$ cat config.mk
export PLATFORM = sky130hd
export DESIGN_NAME = touch_frame_receiver_crc_check
export DESIGN_NICKNAME = d
export VERILOG_FILES = /design/src/hdl/tfr_pkg.sv /design/src/hdl/tfr_frame_acc.sv /design/src/hdl/tfr_check.sv /design/src/hdl/touch_frame_receiver_crc_check.sv
export SDC_FILE = /design/constraint.sdc
export NUM_CORES = 1
export LEC_CHECK = 0
export BUFFER_PORTS_ARGS = -buffer_cell sky130_fd_sc_hd__buf_2
export CELL_PAD_IN_SITES_DETAIL_PLACEMENT = 1
export CELL_PAD_IN_SITES_GLOBAL_PLACEMENT = 2
export CORE_ASPECT_RATIO = 1.4
export CORE_MARGIN = 4
export CORE_UTILIZATION = 40
export CTS_CLUSTER_SIZE = 28
export DETAILED_ROUTE_END_ITERATION = 7
export PLACE_DENSITY = 0.9
export SLEW_MARGIN = 0
export SYNTH_ARGS = -nofsm -noshare
export SYNTH_HDL_FRONTEND = slang
export SYNTH_HIERARCHICAL = 1
export SYNTH_SLANG_ARGS = --single-unit
$ cat constraint.sdc
create_clock -name i_clk -period 5.3 [get_ports i_clk]
set_clock_uncertainty 0.1 [all_clocks]
set_input_delay 0.265 -clock i_clk [delete_from_list [all_inputs] [get_ports i_clk]]
set_output_delay 0.265 -clock i_clk [all_outputs]
set_load 0.1 [all_outputs]
$ cat src/hdl/tfr_pkg.sv
`timescale 1ns / 1ps
package tfr_pkg;

    localparam int BUFFER_BYTES = 64;
    localparam int CNT_W        = $clog2(BUFFER_BYTES + 1);

    localparam logic [7:0]  MIN_FRAME = 8'd10;
    localparam logic [7:0]  TOUCH_LEN = 8'h07;
    localparam logic [15:0] CRC_INIT  = 16'hFFFF;
    localparam logic [15:0] CRC_POLY  = 16'hA001;

    localparam logic [7:0] HEADER_FIRST_RST  = 8'h5A;
    localparam logic [7:0] HEADER_SECOND_RST = 8'hA5;
    localparam logic [7:0] TOUCH_CMD_RST     = 8'h41;

    typedef enum logic [1:0] {
        REG_HEADER_FIRST  = 2'd0,
        REG_HEADER_SECOND = 2'd1,
        REG_TOUCH_COMMAND = 2'd2
    } t_reg_index;

    typedef enum logic [2:0] {
        ST_OK        = 3'd0,
        ST_SHORT     = 3'd1,
        ST_HEADER    = 3'd2,
        ST_LENGTH    = 3'd3,
        ST_COMMAND   = 3'd4,
        ST_CRC       = 3'd5
    } t_status;

    typedef struct packed {
        logic [CNT_W-1:0]     count;
        logic [3:0][7:0]      first;
        logic [5:0][7:0]      field;
        logic [15:0]          crc;
    } t_frame;

    typedef struct packed {
        logic [7:0] header_first;
        logic [7:0] header_second;
        logic [7:0] touch_command;
    } t_cfg;

    typedef struct packed {
        t_status     status;
        logic        event_valid;
        logic [15:0] key_address;
        logic [15:0] key_code;
    } t_result;

    // crc-16/modbus, one byte, lsb first
    function automatic logic [15:0] crc16_byte(input logic [15:0] crc_in,
                                               input logic [7:0] data);
        logic [15:0] c;
        c = crc_in ^ {8'h00, data};
        for (int k = 0; k < 8; k++) begin
            if (c[0]) begin
                c = (c >> 1) ^ CRC_POLY;
            end else begin
                c = c >> 1;
            end
        end
        return c;
    endfunction

endpackage

$ cat src/hdl/tfr_frame_acc.sv
`timescale 1ns / 1ps
module tfr_frame_acc
    import tfr_pkg::*;
(
    input  logic       i_clk,
    input  logic       i_rst_n,
    input  logic       i_accept,
    input  logic [7:0] i_rx_byte,
    input  logic       i_end_of_frame,
    output t_frame     o_frame,
    output logic       o_close
);

    logic [CNT_W-1:0] r_count, n_count;
    logic [3:0][7:0]  r_first, n_first;
    logic [5:0][7:0]  r_field, n_field;
    logic [15:0]      r_crc, n_crc;
    logic [CNT_W-1:0] pos_m4;

    always_comb begin
        n_first = r_first;
        n_field = r_field;
        n_crc   = r_crc;
        pos_m4  = r_count - CNT_W'(4);
        if (r_count < CNT_W'(4)) begin
            n_first[r_count[1:0]] = i_rx_byte;
        end else if (r_count < CNT_W'(10)) begin
            n_field[pos_m4[2:0]] = i_rx_byte;
        end
        // crc covers the command byte through the key value
        if (r_count >= CNT_W'(3) && r_count <= CNT_W'(7)) begin
            n_crc = crc16_byte(r_crc, i_rx_byte);
        end
        n_count = r_count + CNT_W'(1);
        o_close = i_end_of_frame || (n_count == CNT_W'(BUFFER_BYTES));
        o_frame = '{count: n_count, first: n_first, field: n_field, crc: n_crc};
    end

    always_ff @(posedge i_clk) begin
        if (!i_rst_n) begin
            r_count <= '0;
            r_first <= '0;
            r_field <= '0;
            r_crc   <= CRC_INIT;
        end else if (i_accept) begin
            if (o_close) begin
                r_count <= '0;
                r_first <= '0;
                r_field <= '0;
                r_crc   <= CRC_INIT;
            end else begin
                r_count <= n_count;
                r_first <= n_first;
                r_field <= n_field;
                r_crc   <= n_crc;
            end
        end
    end

endmodule

$ cat src/hdl/tfr_check.sv
`timescale 1ns / 1ps
module tfr_check
    import tfr_pkg::*;
(
    input  t_frame  i_frame,
    input  t_cfg    i_cfg,
    output t_result o_result
);

    logic [8:0]  expect_cnt;
    logic [15:0] crc_rx;

    always_comb begin
        expect_cnt = 9'd3 + {1'b0, i_frame.first[2]};
        crc_rx     = {i_frame.field[5], i_frame.field[4]};
        o_result   = '{status: ST_OK, event_valid: 1'b0,
                       key_address: 16'h0000, key_code: 16'h0000};
        if ({{(9 - CNT_W){1'b0}}, i_frame.count} < {1'b0, MIN_FRAME}) begin
            o_result.status = ST_SHORT;
        end else if (i_frame.first[0] != i_cfg.header_first ||
                     i_frame.first[1] != i_cfg.header_second) begin
            o_result.status = ST_HEADER;
        end else if ({{(9 - CNT_W){1'b0}}, i_frame.count} != expect_cnt) begin
            o_result.status = ST_LENGTH;
        end else if (i_frame.first[2] != TOUCH_LEN ||
                     i_frame.first[3] != i_cfg.touch_command) begin
            o_result.status = ST_COMMAND;
        end else if (i_frame.crc != crc_rx) begin
            o_result.status = ST_CRC;
        end else begin
            o_result.status      = ST_OK;
            o_result.event_valid = 1'b1;
            o_result.key_address = {i_frame.field[0], i_frame.field[1]};
            o_result.key_code    = {i_frame.field[2], i_frame.field[3]};
        end
    end

endmodule

$ cat src/hdl/touch_frame_receiver_crc_check.sv
`timescale 1ns / 1ps
// a frame's result word is valid in the cycle after its closing byte is taken
// throughput: one byte per cycle unless stalled; the byte accumulator and crc update
// are combinational; input stalls only while a result word waits in the output
// register and is stalled; reset (synchronous, active low) empties the frame,
// sets crc to FFFF, loads the default header and command bytes and drops output valid
module touch_frame_receiver_crc_check
    import tfr_pkg::*;
(
    input  logic        i_clk,
    input  logic        i_rst_n,
    input  logic        i_in_valid,
    output logic        o_in_stall,
    input  logic [7:0]  i_rx_byte,
    input  logic        i_end_of_frame,
    output logic        o_out_valid,
    input  logic        i_out_stall,
    output logic [2:0]  o_status,
    output logic        o_event_valid,
    output logic [15:0] o_key_address,
    output logic [15:0] o_key_code,
    input  logic        i_cfg_we,
    input  logic [1:0]  i_cfg_index,
    input  logic [7:0]  i_cfg_data
);

    t_cfg    r_cfg;
    t_frame  frame;
    logic    close;
    logic    in_accept;
    t_result result;
    t_result r_result;
    logic    r_out_valid;

    assign o_in_stall = r_out_valid && i_out_stall;
    assign in_accept  = i_in_valid && !o_in_stall;

    always_ff @(posedge i_clk) begin
        if (!i_rst_n) begin
            r_cfg <= '{header_first: HEADER_FIRST_RST,
                       header_second: HEADER_SECOND_RST,
                       touch_command: TOUCH_CMD_RST};
        end else if (i_cfg_we) begin
            case (i_cfg_index)
                REG_HEADER_FIRST:  r_cfg.header_first  <= i_cfg_data;
                REG_HEADER_SECOND: r_cfg.header_second <= i_cfg_data;
                REG_TOUCH_COMMAND: r_cfg.touch_command <= i_cfg_data;
                default: ;
            endcase
        end
    end

    tfr_frame_acc u_acc (
        .i_clk          (i_clk),
        .i_rst_n        (i_rst_n),
        .i_accept       (in_accept),
        .i_rx_byte      (i_rx_byte),
        .i_end_of_frame (i_end_of_frame),
        .o_frame        (frame),
        .o_close        (close)
    );

    tfr_check u_check (
        .i_frame  (frame),
        .i_cfg    (r_cfg),
        .o_result (result)
    );

    always_ff @(posedge i_clk) begin
        if (!i_rst_n) begin
            r_out_valid <= 1'b0;
        end else if (in_accept && close) begin
            r_out_valid <= 1'b1;
        end else if (!i_out_stall) begin
            r_out_valid <= 1'b0;
        end
    end

    always_ff @(posedge i_clk) begin
        if (in_accept && close) begin
            r_result <= result;
        end
    end

    assign o_out_valid   = r_out_valid;
    assign o_status      = r_result.status;
    assign o_event_valid = r_result.event_valid;
    assign o_key_address = r_result.key_address;
    assign o_key_code    = r_result.key_code;

`ifndef NO_ASSERTIONS
    a_event_ok : assert property (@(posedge i_clk) disable iff (!i_rst_n)
        o_out_valid |-> (o_event_valid == (o_status == ST_OK)))
        else $error("event flag disagrees with status");

    a_reject_zero : assert property (@(posedge i_clk) disable iff (!i_rst_n)
        (o_out_valid && !o_event_valid) |-> (o_key_address == 16'h0000 &&
                                             o_key_code == 16'h0000))
        else $error("rejected frame carries key data");

    a_status_range : assert property (@(posedge i_clk) disable iff (!i_rst_n)
        o_out_valid |-> (o_status <= ST_CRC))
        else $error("status code out of range");

    a_stall_only_full : assert property (@(posedge i_clk) disable iff (!i_rst_n)
        o_in_stall |-> o_out_valid)
        else $error("input stalled with empty output register");
`endif

endmodule
; Word-level counts from Yosys, hierarchy flattened
; Index checks and enable logic that the tools add are counted.
[word_totals]
reg_bits = 164
input_bits = 24
output_inout_bits = 38
wordCells = 105
[classes]
add_sub_neg = 3
magnitude_cmp = 9
n_eq_ne = 10
muxes = 36
bitwise_logic = 9
n_reduce_logical = 17
[ops]
columns = op, n
row1 = $mux 16, 17
row2 = $mux 48, 3
row3 = $mux 32, 2
row4 = $bwmux 48, 1
row5 = $mux 33, 1
row6 = $bwmux 32, 1
row7 = $demux 8 s3, 1
row8 = $ne 8x8->1, 3
row9 = $not 2->3, 8
row10 = $demux 8 s2, 1
row11 = $mux 8, 2
row12 = $ne 16x16->1, 1
row13 = $xor 16x8->16, 1
row14 = $lt 7x4->1 const B, 2
row15 = $add 2x8->9 const A, 1
row16 = $ne 7x9->1, 1
row17 = $ne 8x3->1 const B, 1
row18 = $add 7x1->7 const B, 1
row19 = $eq 7x7->1 const B, 1
row20 = $ge 7x2->1 const B, 1
row21 = $le 7x3->1 const B, 1
row22 = $lt 7x3->1 const B, 1
row23 = $mux 7, 1
row24 = $logic_and 1x1->1, 6
row25 = other kinds (18), 25

; Depth between registers and ports, before layout
; Gate-level depths: netlist (run 1).
[logic_depth]
depth_word = 30
mapped_depth = 15
mapped_depth_nobuf = 12

; Cells and area by module
; The synthesis (run 1) kept the hierarchy.
[modules_own_cells]
columns = module, n_inst, cells_per_inst, area_per_inst_um2, seq_area_each_um2
row1 = tfr_frame_acc, 1, 575, 5634.2, 2062.0
row2 = touch_frame_receiver_crc_check, 1, 146, 2163.3, 1581.5
row3 = tfr_check, 1, 135, 980.9, 0.0

; Worst setup path after synthesis (run 1)
; Ideal clock, no wire load.
[synth_path]
path_kind = register to register
start = register u_acc.r_count[0]
end = register r_result, in the netlist o_event_valid, enable pin
setup_time_ns = 0.430
t_arrival_ns = 3.643
slack_ns = 1.127
path_stages_with_launch = 12
n_path_buf = 3
synth_period_minus_slack_ns = 4.173
cell_sequence = dfxtp_1 -> ha_1 -> buf_2 -> nand2_1 -> or3_1 -> a2111oi_4 -> buf_6 -> buf_6 -> nor2_1 -> inv_1 -> nand2_1 -> nor2_1
[synth_via]
elab_chain_cells = 4
[synth_lines]
columns = item, line
row1 = "start, declared", tfr_frame_acc.sv:14  ; logic [CNT_W-1:0] r_count, n_count;
row2 = "start signal, assigned", tfr_frame_acc.sv:52  ; r_count <= n_count;
row3 = $add 7x1->7, tfr_frame_acc.sv:34  ; n_count = r_count + CNT_W'(1);
row4 = $eq 7x7->1, tfr_frame_acc.sv:35  ; o_close = i_end_of_frame || (n_count == CNT_W'(BUFFER_BYTES));
row5 = $logic_or 1x1->1, tfr_frame_acc.sv:35
row6 = named net close, touch_frame_receiver_crc_check.sv:29  ; logic close;
row7 = $logic_and 1x1->1, touch_frame_receiver_crc_check.sv:80  ; if (in_accept && close) begin
row8 = "end signal, assigned", touch_frame_receiver_crc_check.sv:81  ; r_result <= result;
row9 = "end, declared", touch_frame_receiver_crc_check.sv:32  ; t_result r_result;
; The timed path passes the listed nets, and every way through them passes these cells.
; A chain may end at the register's enable or synchronous reset.

==> results of run 1 <==
-- cell usage in the layout (no fill, tap or decap), types with 17 or more instances in the layout --
master and instances:
dfxtp_1 128, mux2_2 93, nor2b_1 92, a22oi_1 80, nand2_1 61, buf_2 60, xnor2_1 45, and2_1 41
edfxtp_1 36, xor2_1 29, mux2i_1 18, clkbuf_16 17
-- kinds of logic (layout without fill, tap and decap cells) --
group | Yosys count | in the layout | share of synthesized area
buf+inv | 76 | 116 | 0.0439
mux | 111 | 111 | 0.140
fa+ha+maj | 6 | 6 | 0.00855
other cells | 0 | 1 | 0
xor+xnor | 77 | 77 | 0.0815
simple gates | 280 | 280 | 0.192
compound gates | 142 | 142 | 0.119
flops | 164 | 164 | 0.415
-- routing by layer --
layer | share of wire | up-vias | global-route usage
met4 | 0.037 | 0 | 0.0914
met3 | 0.040 | 58 | 0.0381
li1 | - | 3111 | -
met1 | 0.41 | 3258 | 0.236
met2 | 0.52 | 182 | 0.370
met5 | 0 | - | 0
-- stage by stage --
step / power, W / instance area [µm²]
3_3_place_gp: 0.00167 / 9170
2_1_floorplan: 0.00159 / 8780
4_1_cts: 0.00293 / 9770
3_5_place_dp: 0.00167 / 9170
5_1_grt: 0.00301 / 9770
6_report: 0.00290 / 9770
-- path summary, 6_finish.rpt --
path / to / slack (ps) / depth (start not counted)
hold reg to reg: r_cfg[2] / 380 / 2
hold / removal: r_cfg[7] / 20 / 3
setup / recovery: o_key_code[8] / 850 / 10
setup reg to reg: o_key_code[8] / 850 / 10
-- repair_timing --
| item | in CTS | in global routing |
|---|---|---|
| endpoints found under the hold margin | 2 | 0 |
| setup endpoints to repair | 0 | 0 |
| hold buffers | 2 | 0 |
-- critical path, cell delays in order (launching register included) --
cell and delay, ps:
dfxtp_1 430, nor4_2 680, nand4_1 580, mux2_2 480, xnor2_1 160, nand4_1 120
nor4_1 810, nand3_1 250, nor4_4 190, buf_4 310, and2_1 180
-- flip-flops by register name (all words and copies together), names as in the netlist, 3 cells and up --
name           count
o_key_code        16
r_cfg             24
u_acc/r_crc       16
u_acc/r_field     48
u_acc/r_first     32
o_status           3
u_acc/r_count      7
o_key_address     16
-- where the power goes --
group / internal (W) / switching (W)
clock: 0.000707 / 0.000543
sequential: 0.00130 / 0.0000132
combinational: 0.0000891 / 0.000249
-- cell usage after synthesis (all sizes together) (6+ instances only) --
cell type and count:
nand3 14, xor2 29, a22oi 80, buf 29
clkbuf 30, o211ai 6, inv 15, edfxtp 36
o21ai 16, nor4 8, nor3 19, nor2b 92
mux2i 18, nand2 62, mux2 93, dfxtp 128
nand4 11, xnor2 45, and2 41, ha 6
o22ai 15
-- area by class of cell --
cell class              count  area share
clock buffers              20      0.0447
clock inverters            12      0.0150
multi-input cells         616       0.487
inverters                  17     0.00653
repair buffers             67      0.0366
diodes                      1    0.000256
well taps                 292      0.0374
flip-flops and latches    164       0.373
==> results_dict.tcl, run 1 <==
set metrics [dict create \
    setup.worst_path.start "u_acc/r_count[2]" \
    drive_gt1_frac 0.234 \
    r2r-start "u_acc/r_count[2]" \
    whs_ps 23.5 \
    cap_violations 0 \
    final_util 0.458 \
    syn-num-nets 886 \
    place_inst 1154 \
    dieArea_um2 24400 \
    period_share 0.839 \
    drt-total-wl_um 24800 \
    synth_edf_count 36 \
    vias 6609 \
    fillers 2331 \
    cts_buffer_depth 2 \
    powerDensity_nw_per_um2 297 \
    gp_congestion 0.847 \
    drtIter0Drc 471 \
    hpwl_um 16500 \
    final_nets 913 \
    die_x_um 133 \
    crit_type "reg2reg" \
    fin_crit_ps 4450 \
    postSynthAreaPerCell_um2 10.3 \
    portBuffers 61 \
    multi_input_area_um2 4760 \
    htreeDepth 4 \
    post_drt_wl_per_cell_um 20.8 \
    clock_latency_ps 440 \
    area.growth.synth_to_final_pct 11.3 \
    cp.arrival_ps 4650 \
    stdcell_count 1189 \
    synth.distinct_cells 61 \
    cp.required_ps 5500 \
    rows 63 \
    firstDrtPassIters 5 \
    core_um2 21400 \
    overflow 0 \
    syn_area_um2 8780 \
    postCtsSetupBuffers 0 \
    path_clk_slew_ps 70 \
    synthCells 856 \
    rsz0062_at_grt "false" \
    grt_pass1_vias 6967 \
    worstPathMaxFanout 33 \
    place_worst_setup_slack_ps 876 \
    synth.top_cell.area_share 0.292 \
    tns_ps 0 \
    worst_pin_slew_ps 1090 \
    min_from "i_cfg_data[7]" \
    root_buffer "clkbuf_16" \
    start_util 0.411 \
    seqCellArea_um2 3640 \
    grt_max_degree 113 \
    finalWorstSetupSlack_ps 853 \
    drc 0 \
    finalHoldViolCount 0 \
    vdd_drop_max_v 0.000229 \
    status "finished, final reports clean" \
    cts_tree "done" \
    cp-end-kind "flop" \
    slew_viol_final 0 \
    hold_path_class "in2reg" \
    cts_resized 0 \
    grt.total_usage 0.205 \
    drtAntennaViolNets 0 \
    setup_viol 0 \
    ys_seq_elements 164 \
    yosys-top-cells-area "dfxtp_1 29%, edfxtp_1 12%, mux2_2 12%" \
    synthArstFlopShare 0 \
    grt_first_pass_wirelength_um 39000 \
    pin_count 62 \
    clock_sinks 164 \
    yosysWarnings 6 \
    critPathLaunchType "flop" \
    avgViaCountPerCell 5.56 \
    die_h_um 183 \
    max_freq_mhz 225 \
    cts_buffers 17 \
    seq_area_frac_synth 0.415 \
    ys.flop_type "dfxtp_1" \
    antenna_found_initial 0 \
    slew_headroom 0.264 \
    leakage_nw 3.52 \
    synth_top_cell_by_area "dfxtp_1" \
]
Note: power is estimated with default switching activity, not from simulation.
==> run 2: changes to the inputs <==
- CORE_UTILIZATION: 40 -> 36
- PLACE_DENSITY: 0.9 -> 0.86
- clock period: 5.3 -> 3.74 ns (I/O delays scaled with it)
==> run 2 against run 1 <==
  * Hold slack improved by 25 ps
  * Register-to-register slack got worse by 610 ps
  * Largest cell class unchanged
  * Clock power rose by 38%
  * Sequential power rose by 42%
==> results_dict.tcl, run 2 (synthesis results as in run 1) <==
set metrics [dict create \
    status "finished, final reports clean" \
    hold_depth 3 \
    gp_congestion 0.818 \
    hpwl_um 17300 \
    path_clk_slew_ps 70 \
    fin_crit_ps 3500 \
    min_from "i_cfg_we" \
    firstDrtPassIters 5 \
    largest_reg_flops 48 \
    fillers 2730 \
    core_um2 24000 \
    r2r_end "o_key_code[6]" \
    critPathLaunchType "flop" \
    cp-end-kind "flop" \
    cp.required_ps 3920 \
    worstPathMaxFanout 33 \
    die_h_um 193 \
    die_x_um 140 \
    crit_type "reg2reg" \
    grt_first_pass_wirelength_um 40600 \
    design_area_um2 10100 \
    start_util 0.366 \
    post_drt_wl_per_cell_um 20.5 \
    min_to "r_cfg[10]" \
    cts_buffer_depth 2 \
    vdd_drop_max_v 0.000330 \
    area.growth.synth_to_final_pct 15.4 \
    r2r-start "u_acc/r_count[2]" \
    clock_sinks 164 \
    leakage_nw 3.72 \
    hold_path_class "in2reg" \
    grt_pass1_vias 7163 \
    cp.arrival_ps 3680 \
    rows 67 \
    slew_headroom 0.396 \
    grt_max_degree 94 \
    period_share 0.935 \
    final_cell_mix "128 x dfxtp_1, 93 x mux2_2, 92 x nor2b_1" \
    avgViaCountPerCell 5.42 \
    tns_ps 0 \
    cts_buffers 17 \
    htreeDepth 4 \
    portBuffers 61 \
    clock_latency_ps 430 \
    use_met1 0.229 \
    grt.total_usage 0.193 \
    reg.largest.list "u_acc/r_field x48, u_acc/r_first x32, r_cfg x24" \
    powerDensity_nw_per_um2 403 \
    drc 0 \
    cap_violations 0 \
    drtAntennaViolNets 0 \
    use_met2 0.340 \
    root_buffer "clkbuf_16" \
    globalRoute.busiestLayer "met2" \
    rsz0062_at_grt "false" \
    dieArea_um2 27000 \
    regMostFlops "u_acc/r_field" \
    dpl_cell_area_um2 9450 \
    drtIter0Drc 437 \
    vias 6747 \
    final_common_cell "dfxtp_1" \
    finalHoldViolCount 0 \
    cts_tree "done" \
    setup_viol 0 \
    r2r_setup_slack_ps 240 \
    final_nets 952 \
    drt-total-wl_um 25600 \
    worst_pin_slew_ps 899 \
    drive_gt1_frac 0.263 \
    max_freq_mhz 286 \
    pin_count 62 \
    antenna_found_initial 0 \
    postCtsSetupBuffers 0 \
    antenna_cells 0 \
    r2r_cells 12 \
    met3_usage 0.0320 \
    slew_viol_final 0 \
    overflow 0 \
]
[run 2: cell types whose count changed in the layout (fill, tap and decap cells not counted), sizes merged, moves of 3 or more]
cell | before | now
buf | 65 | 98
clkbuf | 20 | 17
clkinv | 3 | 9
inv | 22 | 19
dlygate4sd3 | 2 | 8
[run 2: report_power, final]
group | leakage (nW) | switching [W] | internal [W]
logic | 2.10 | 0.000362 | 0.000145
clock network | 0.272 | 0.000790 | 0.000933
registers | 1.35 | 0.0000168 | 0.00184
total | 3.72 | 0.00117 | 0.00292
[run 2: worst max-delay path, stage by stage, from the launching register on]
cell      delay, ps
dfxtp_1         350
buf_4           170
and3_1          220
o21bai_1        330
nand2_4         220
mux2_2          350
xnor2_1         200
nand4_1         230
nor4_4          380
nand3_1         170
nor4_4          230
buf_12          210
and2_1          180
[run 2: repair_timing]
action / 4_1_cts / 5_1_grt
hold endpoints to repair: 21 / 0
endpoints found under the setup margin: 3 / 32
hold buffers: 8 / 0
resized for setup: 1 / 3
cloned: 0 / 0
[run 2: layout make-up]
class,count,area [µm²],share of cell area
clock buffers,17,425,0.0420
clock inverters,15,151,0.0149
inverters,17,63.8,0.00630
multi-input cells,616,4780,0.472
flip-flops and latches,164,3640,0.360
well taps,310,388,0.0383
repair buffers,106,678,0.0670
[run 2: stage by stage]
step / hold WS (ps) / power, W / instances / util / setup slack, ps
5_1_grt: 50.6 / 0.00422 / 1245 / 0.422 / 27.1
3_3_place_gp: 354 / 0.00239 / 1205 / 0.394 / 197
2_1_floorplan: 229 / 0.00226 / 856 / - / 170
6_report: 48.4 / 0.00409 / 1245 / 0.422 / 243
3_5_place_dp: 362 / 0.00239 / 1205 / 0.394 / 50.0
4_1_cts: 21.0 / 0.00413 / 1245 / 0.422 / 113
[run 2: per-layer routing]
metal / wire (µm) / part of all wire / vias to the layer above
met2: 13100 / 0.51 / 160
met4: 952 / 0.037 / 0
met3: 838 / 0.033 / 55
met1: 10700 / 0.42 / 3353
met5: 0 / 0 / -
li1: - / - / 3179
[run 2: how the worst max path moves through the flow]
stage	startpoint	endpoint	slack, ps
3_5_place_dp	u_acc/r_crc[0]	o_key_code[6]	50
5_1_grt	u_acc/r_crc[0]	o_key_code[6]	30
6_report	u_acc/r_count[2]	o_key_code[6]	240
2_1_floorplan	u_acc/r_count[0]	o_event_valid	170
3_3_place_gp	u_acc/r_crc[1]	o_key_address[5]	200
4_1_cts	u_acc/r_count[2]	o_key_code[6]	110
==> run 3: changes to the inputs <==
- CORE_UTILIZATION: 36 -> 40
- PLACE_DENSITY: 0.86 -> 0.9
- REMOVE_ABC_BUFFERS: default -> 1
- clock period: 3.74 -> 4 ns (I/O delays scaled with it)
==> run 3 against run 2 <==
  * Routed wire length grew 1.2%
  * Sequential power is 6% lower
  * Critical path type unchanged
  * Non-clock buffer count shrank 2
  * Highest routed layer unchanged
  * Via count rose by 1.6%
  * Final cell count is 1.6% lower
  * Total power decreased by 3.7%
  * Combinational power decreased by 6.3%
  * Sequential cell count unchanged
==> results_dict.tcl, run 3 (synthesis results as in run 1) <==
set metrics [dict create \
    status "finished, final reports clean" \
    finalHoldViolCount 0 \
    antenna_cells 0 \
    gp_congestion 0.902 \
    drtIter0Drc 428 \
    drive_gt1_frac 0.258 \
    cts_resized 0 \
    leakage_nw 3.71 \
    finalWorstSetupSlack_ps 257 \
    regMostFlops "u_acc/r_field" \
    place_inst 1184 \
    grt.total_usage 0.210 \
    dpl_cell_area_um2 9410 \
    htreeDepth 4 \
    area.growth.synth_to_final_pct 15.1 \
    start_util 0.411 \
    drc 0 \
    grt_max_degree 101 \
    setup_viol 0 \
    worst_pin_slew_ps 920 \
    slew_viol_final 0 \
    cts_buffers 17 \
    path_clk_slew_ps 70 \
    dieArea_um2 24400 \
    grt_pass1_vias 7253 \
    rsz0062_at_grt "false" \
    cts_buffer_depth 2 \
    vias 6856 \
    cp.required_ps 4200 \
    crit_type "reg2reg" \
    root_buffer "clkbuf_16" \
    max_freq_mhz 267 \
    hpwl_um 17200 \
    final_cell_mix "128 x dfxtp_1, 93 x mux2_2, 92 x nor2b_1" \
    core_um2 21400 \
    design_area_um2 10100 \
    critPathLaunchType "flop" \
    portBuffers 61 \
    cp-end-kind "flop" \
    vdd_drop_max_v 0.000307 \
    fin_crit_ps 3740 \
    cap_violations 0 \
    clock_sinks 164 \
    whs_ps 49.2 \
    grt_first_pass_wirelength_um 40300 \
    antenna_found_initial 0 \
    drtAntennaViolNets 0 \
    overflow 0 \
    largest_reg_flops 48 \
    hold_path_class "in2reg" \
    tns_ps 0 \
    avgViaCountPerCell 5.60 \
    reg.largest.list "u_acc/r_field x48, u_acc/r_first x32, r_cfg x24" \
    place_worst_setup_slack_ps 347 \
    period_share 0.936 \
    cts_tree "done" \
    die_h_um 183 \
    final_common_cell "dfxtp_1" \
    drt-total-wl_um 25900 \
    die_x_um 133 \
    slew_headroom 0.387 \
    clock_latency_ps 430 \
    pin_count 62 \
    powerDensity_nw_per_um2 389 \
    stdcell_count 1225 \
    worstPathMaxFanout 33 \
    cp.arrival_ps 3940 \
    final_nets 950 \
    firstDrtPassIters 5 \
    rows 63 \
    post_drt_wl_per_cell_um 21.1 \
]
==> run 3: where the power goes <==
group | total, W | internal [W] | switching, W
Clock | 0.00172 | 0.00101 | 0.000711
Combinational | 0.000475 | 0.000135 | 0.000341
Sequential | 0.00174 | 0.00172 | 0.0000162
Total | 0.00393 | 0.00286 | 0.00107
==> run 3: metal layers <==
layer / up-vias / part of all wire / global-route usage
met5: - / 0 / 0
met1: 3449 / 0.39 / 0.228
met3: 52 / 0.027 / 0.0250
met2: 165 / 0.54 / 0.395
li1: 3190 / - / -
met4: 0 / 0.045 / 0.112
==> run 3: layout make-up <==
cell class	instances	area (µm²)
Fill cell	2351	11300
Multi-Input combinational cell	616	4760
Sequential cell	164	3640
Timing Repair Buffer	104	666
Clock buffer	19	443
Tap cell	292	365
Clock inverter	13	168
Inverter	17	63.8
==> run 3: final timing paths <==
check             cells after the start            from       endpoint  slack (ps)
setup / recovery                     14  u_acc/r_crc[1]  o_key_code[2]         260
hold / removal                        3      i_in_valid    o_out_valid          50
setup reg to reg                     14  u_acc/r_crc[1]  o_key_code[2]         260
hold reg to reg                       2        r_cfg[3]       r_cfg[3]         380
==> run 3: timing repair <==
item | CTS | global route
setup buffers | 0 | 0
hold buffers | 9 | 0
hold endpoints to repair | 18 | 0
==> run 3: critical path, cell delays in order (launching register included) <==
cell and delay (ps):
dfxtp_1 400, xnor2_1 170, xnor2_1 460, xnor3_1 550, xor2_1 170, nand3_1 110
nand2_1 80, xnor2_1 190, nand4_1 140, nor4_1 320, buf_4 190, nand3_1 120
nor4_4 230, buf_12 210, and2_1 150
==> run 3: per-stage QoR <==
stage,total power (W),utilization
floorplan,0.00207,-
global placement,0.00223,0.440
detailed placement,0.00224,0.440
CTS,0.00395,0.473
global route,0.00404,0.473
finish,0.00393,0.473
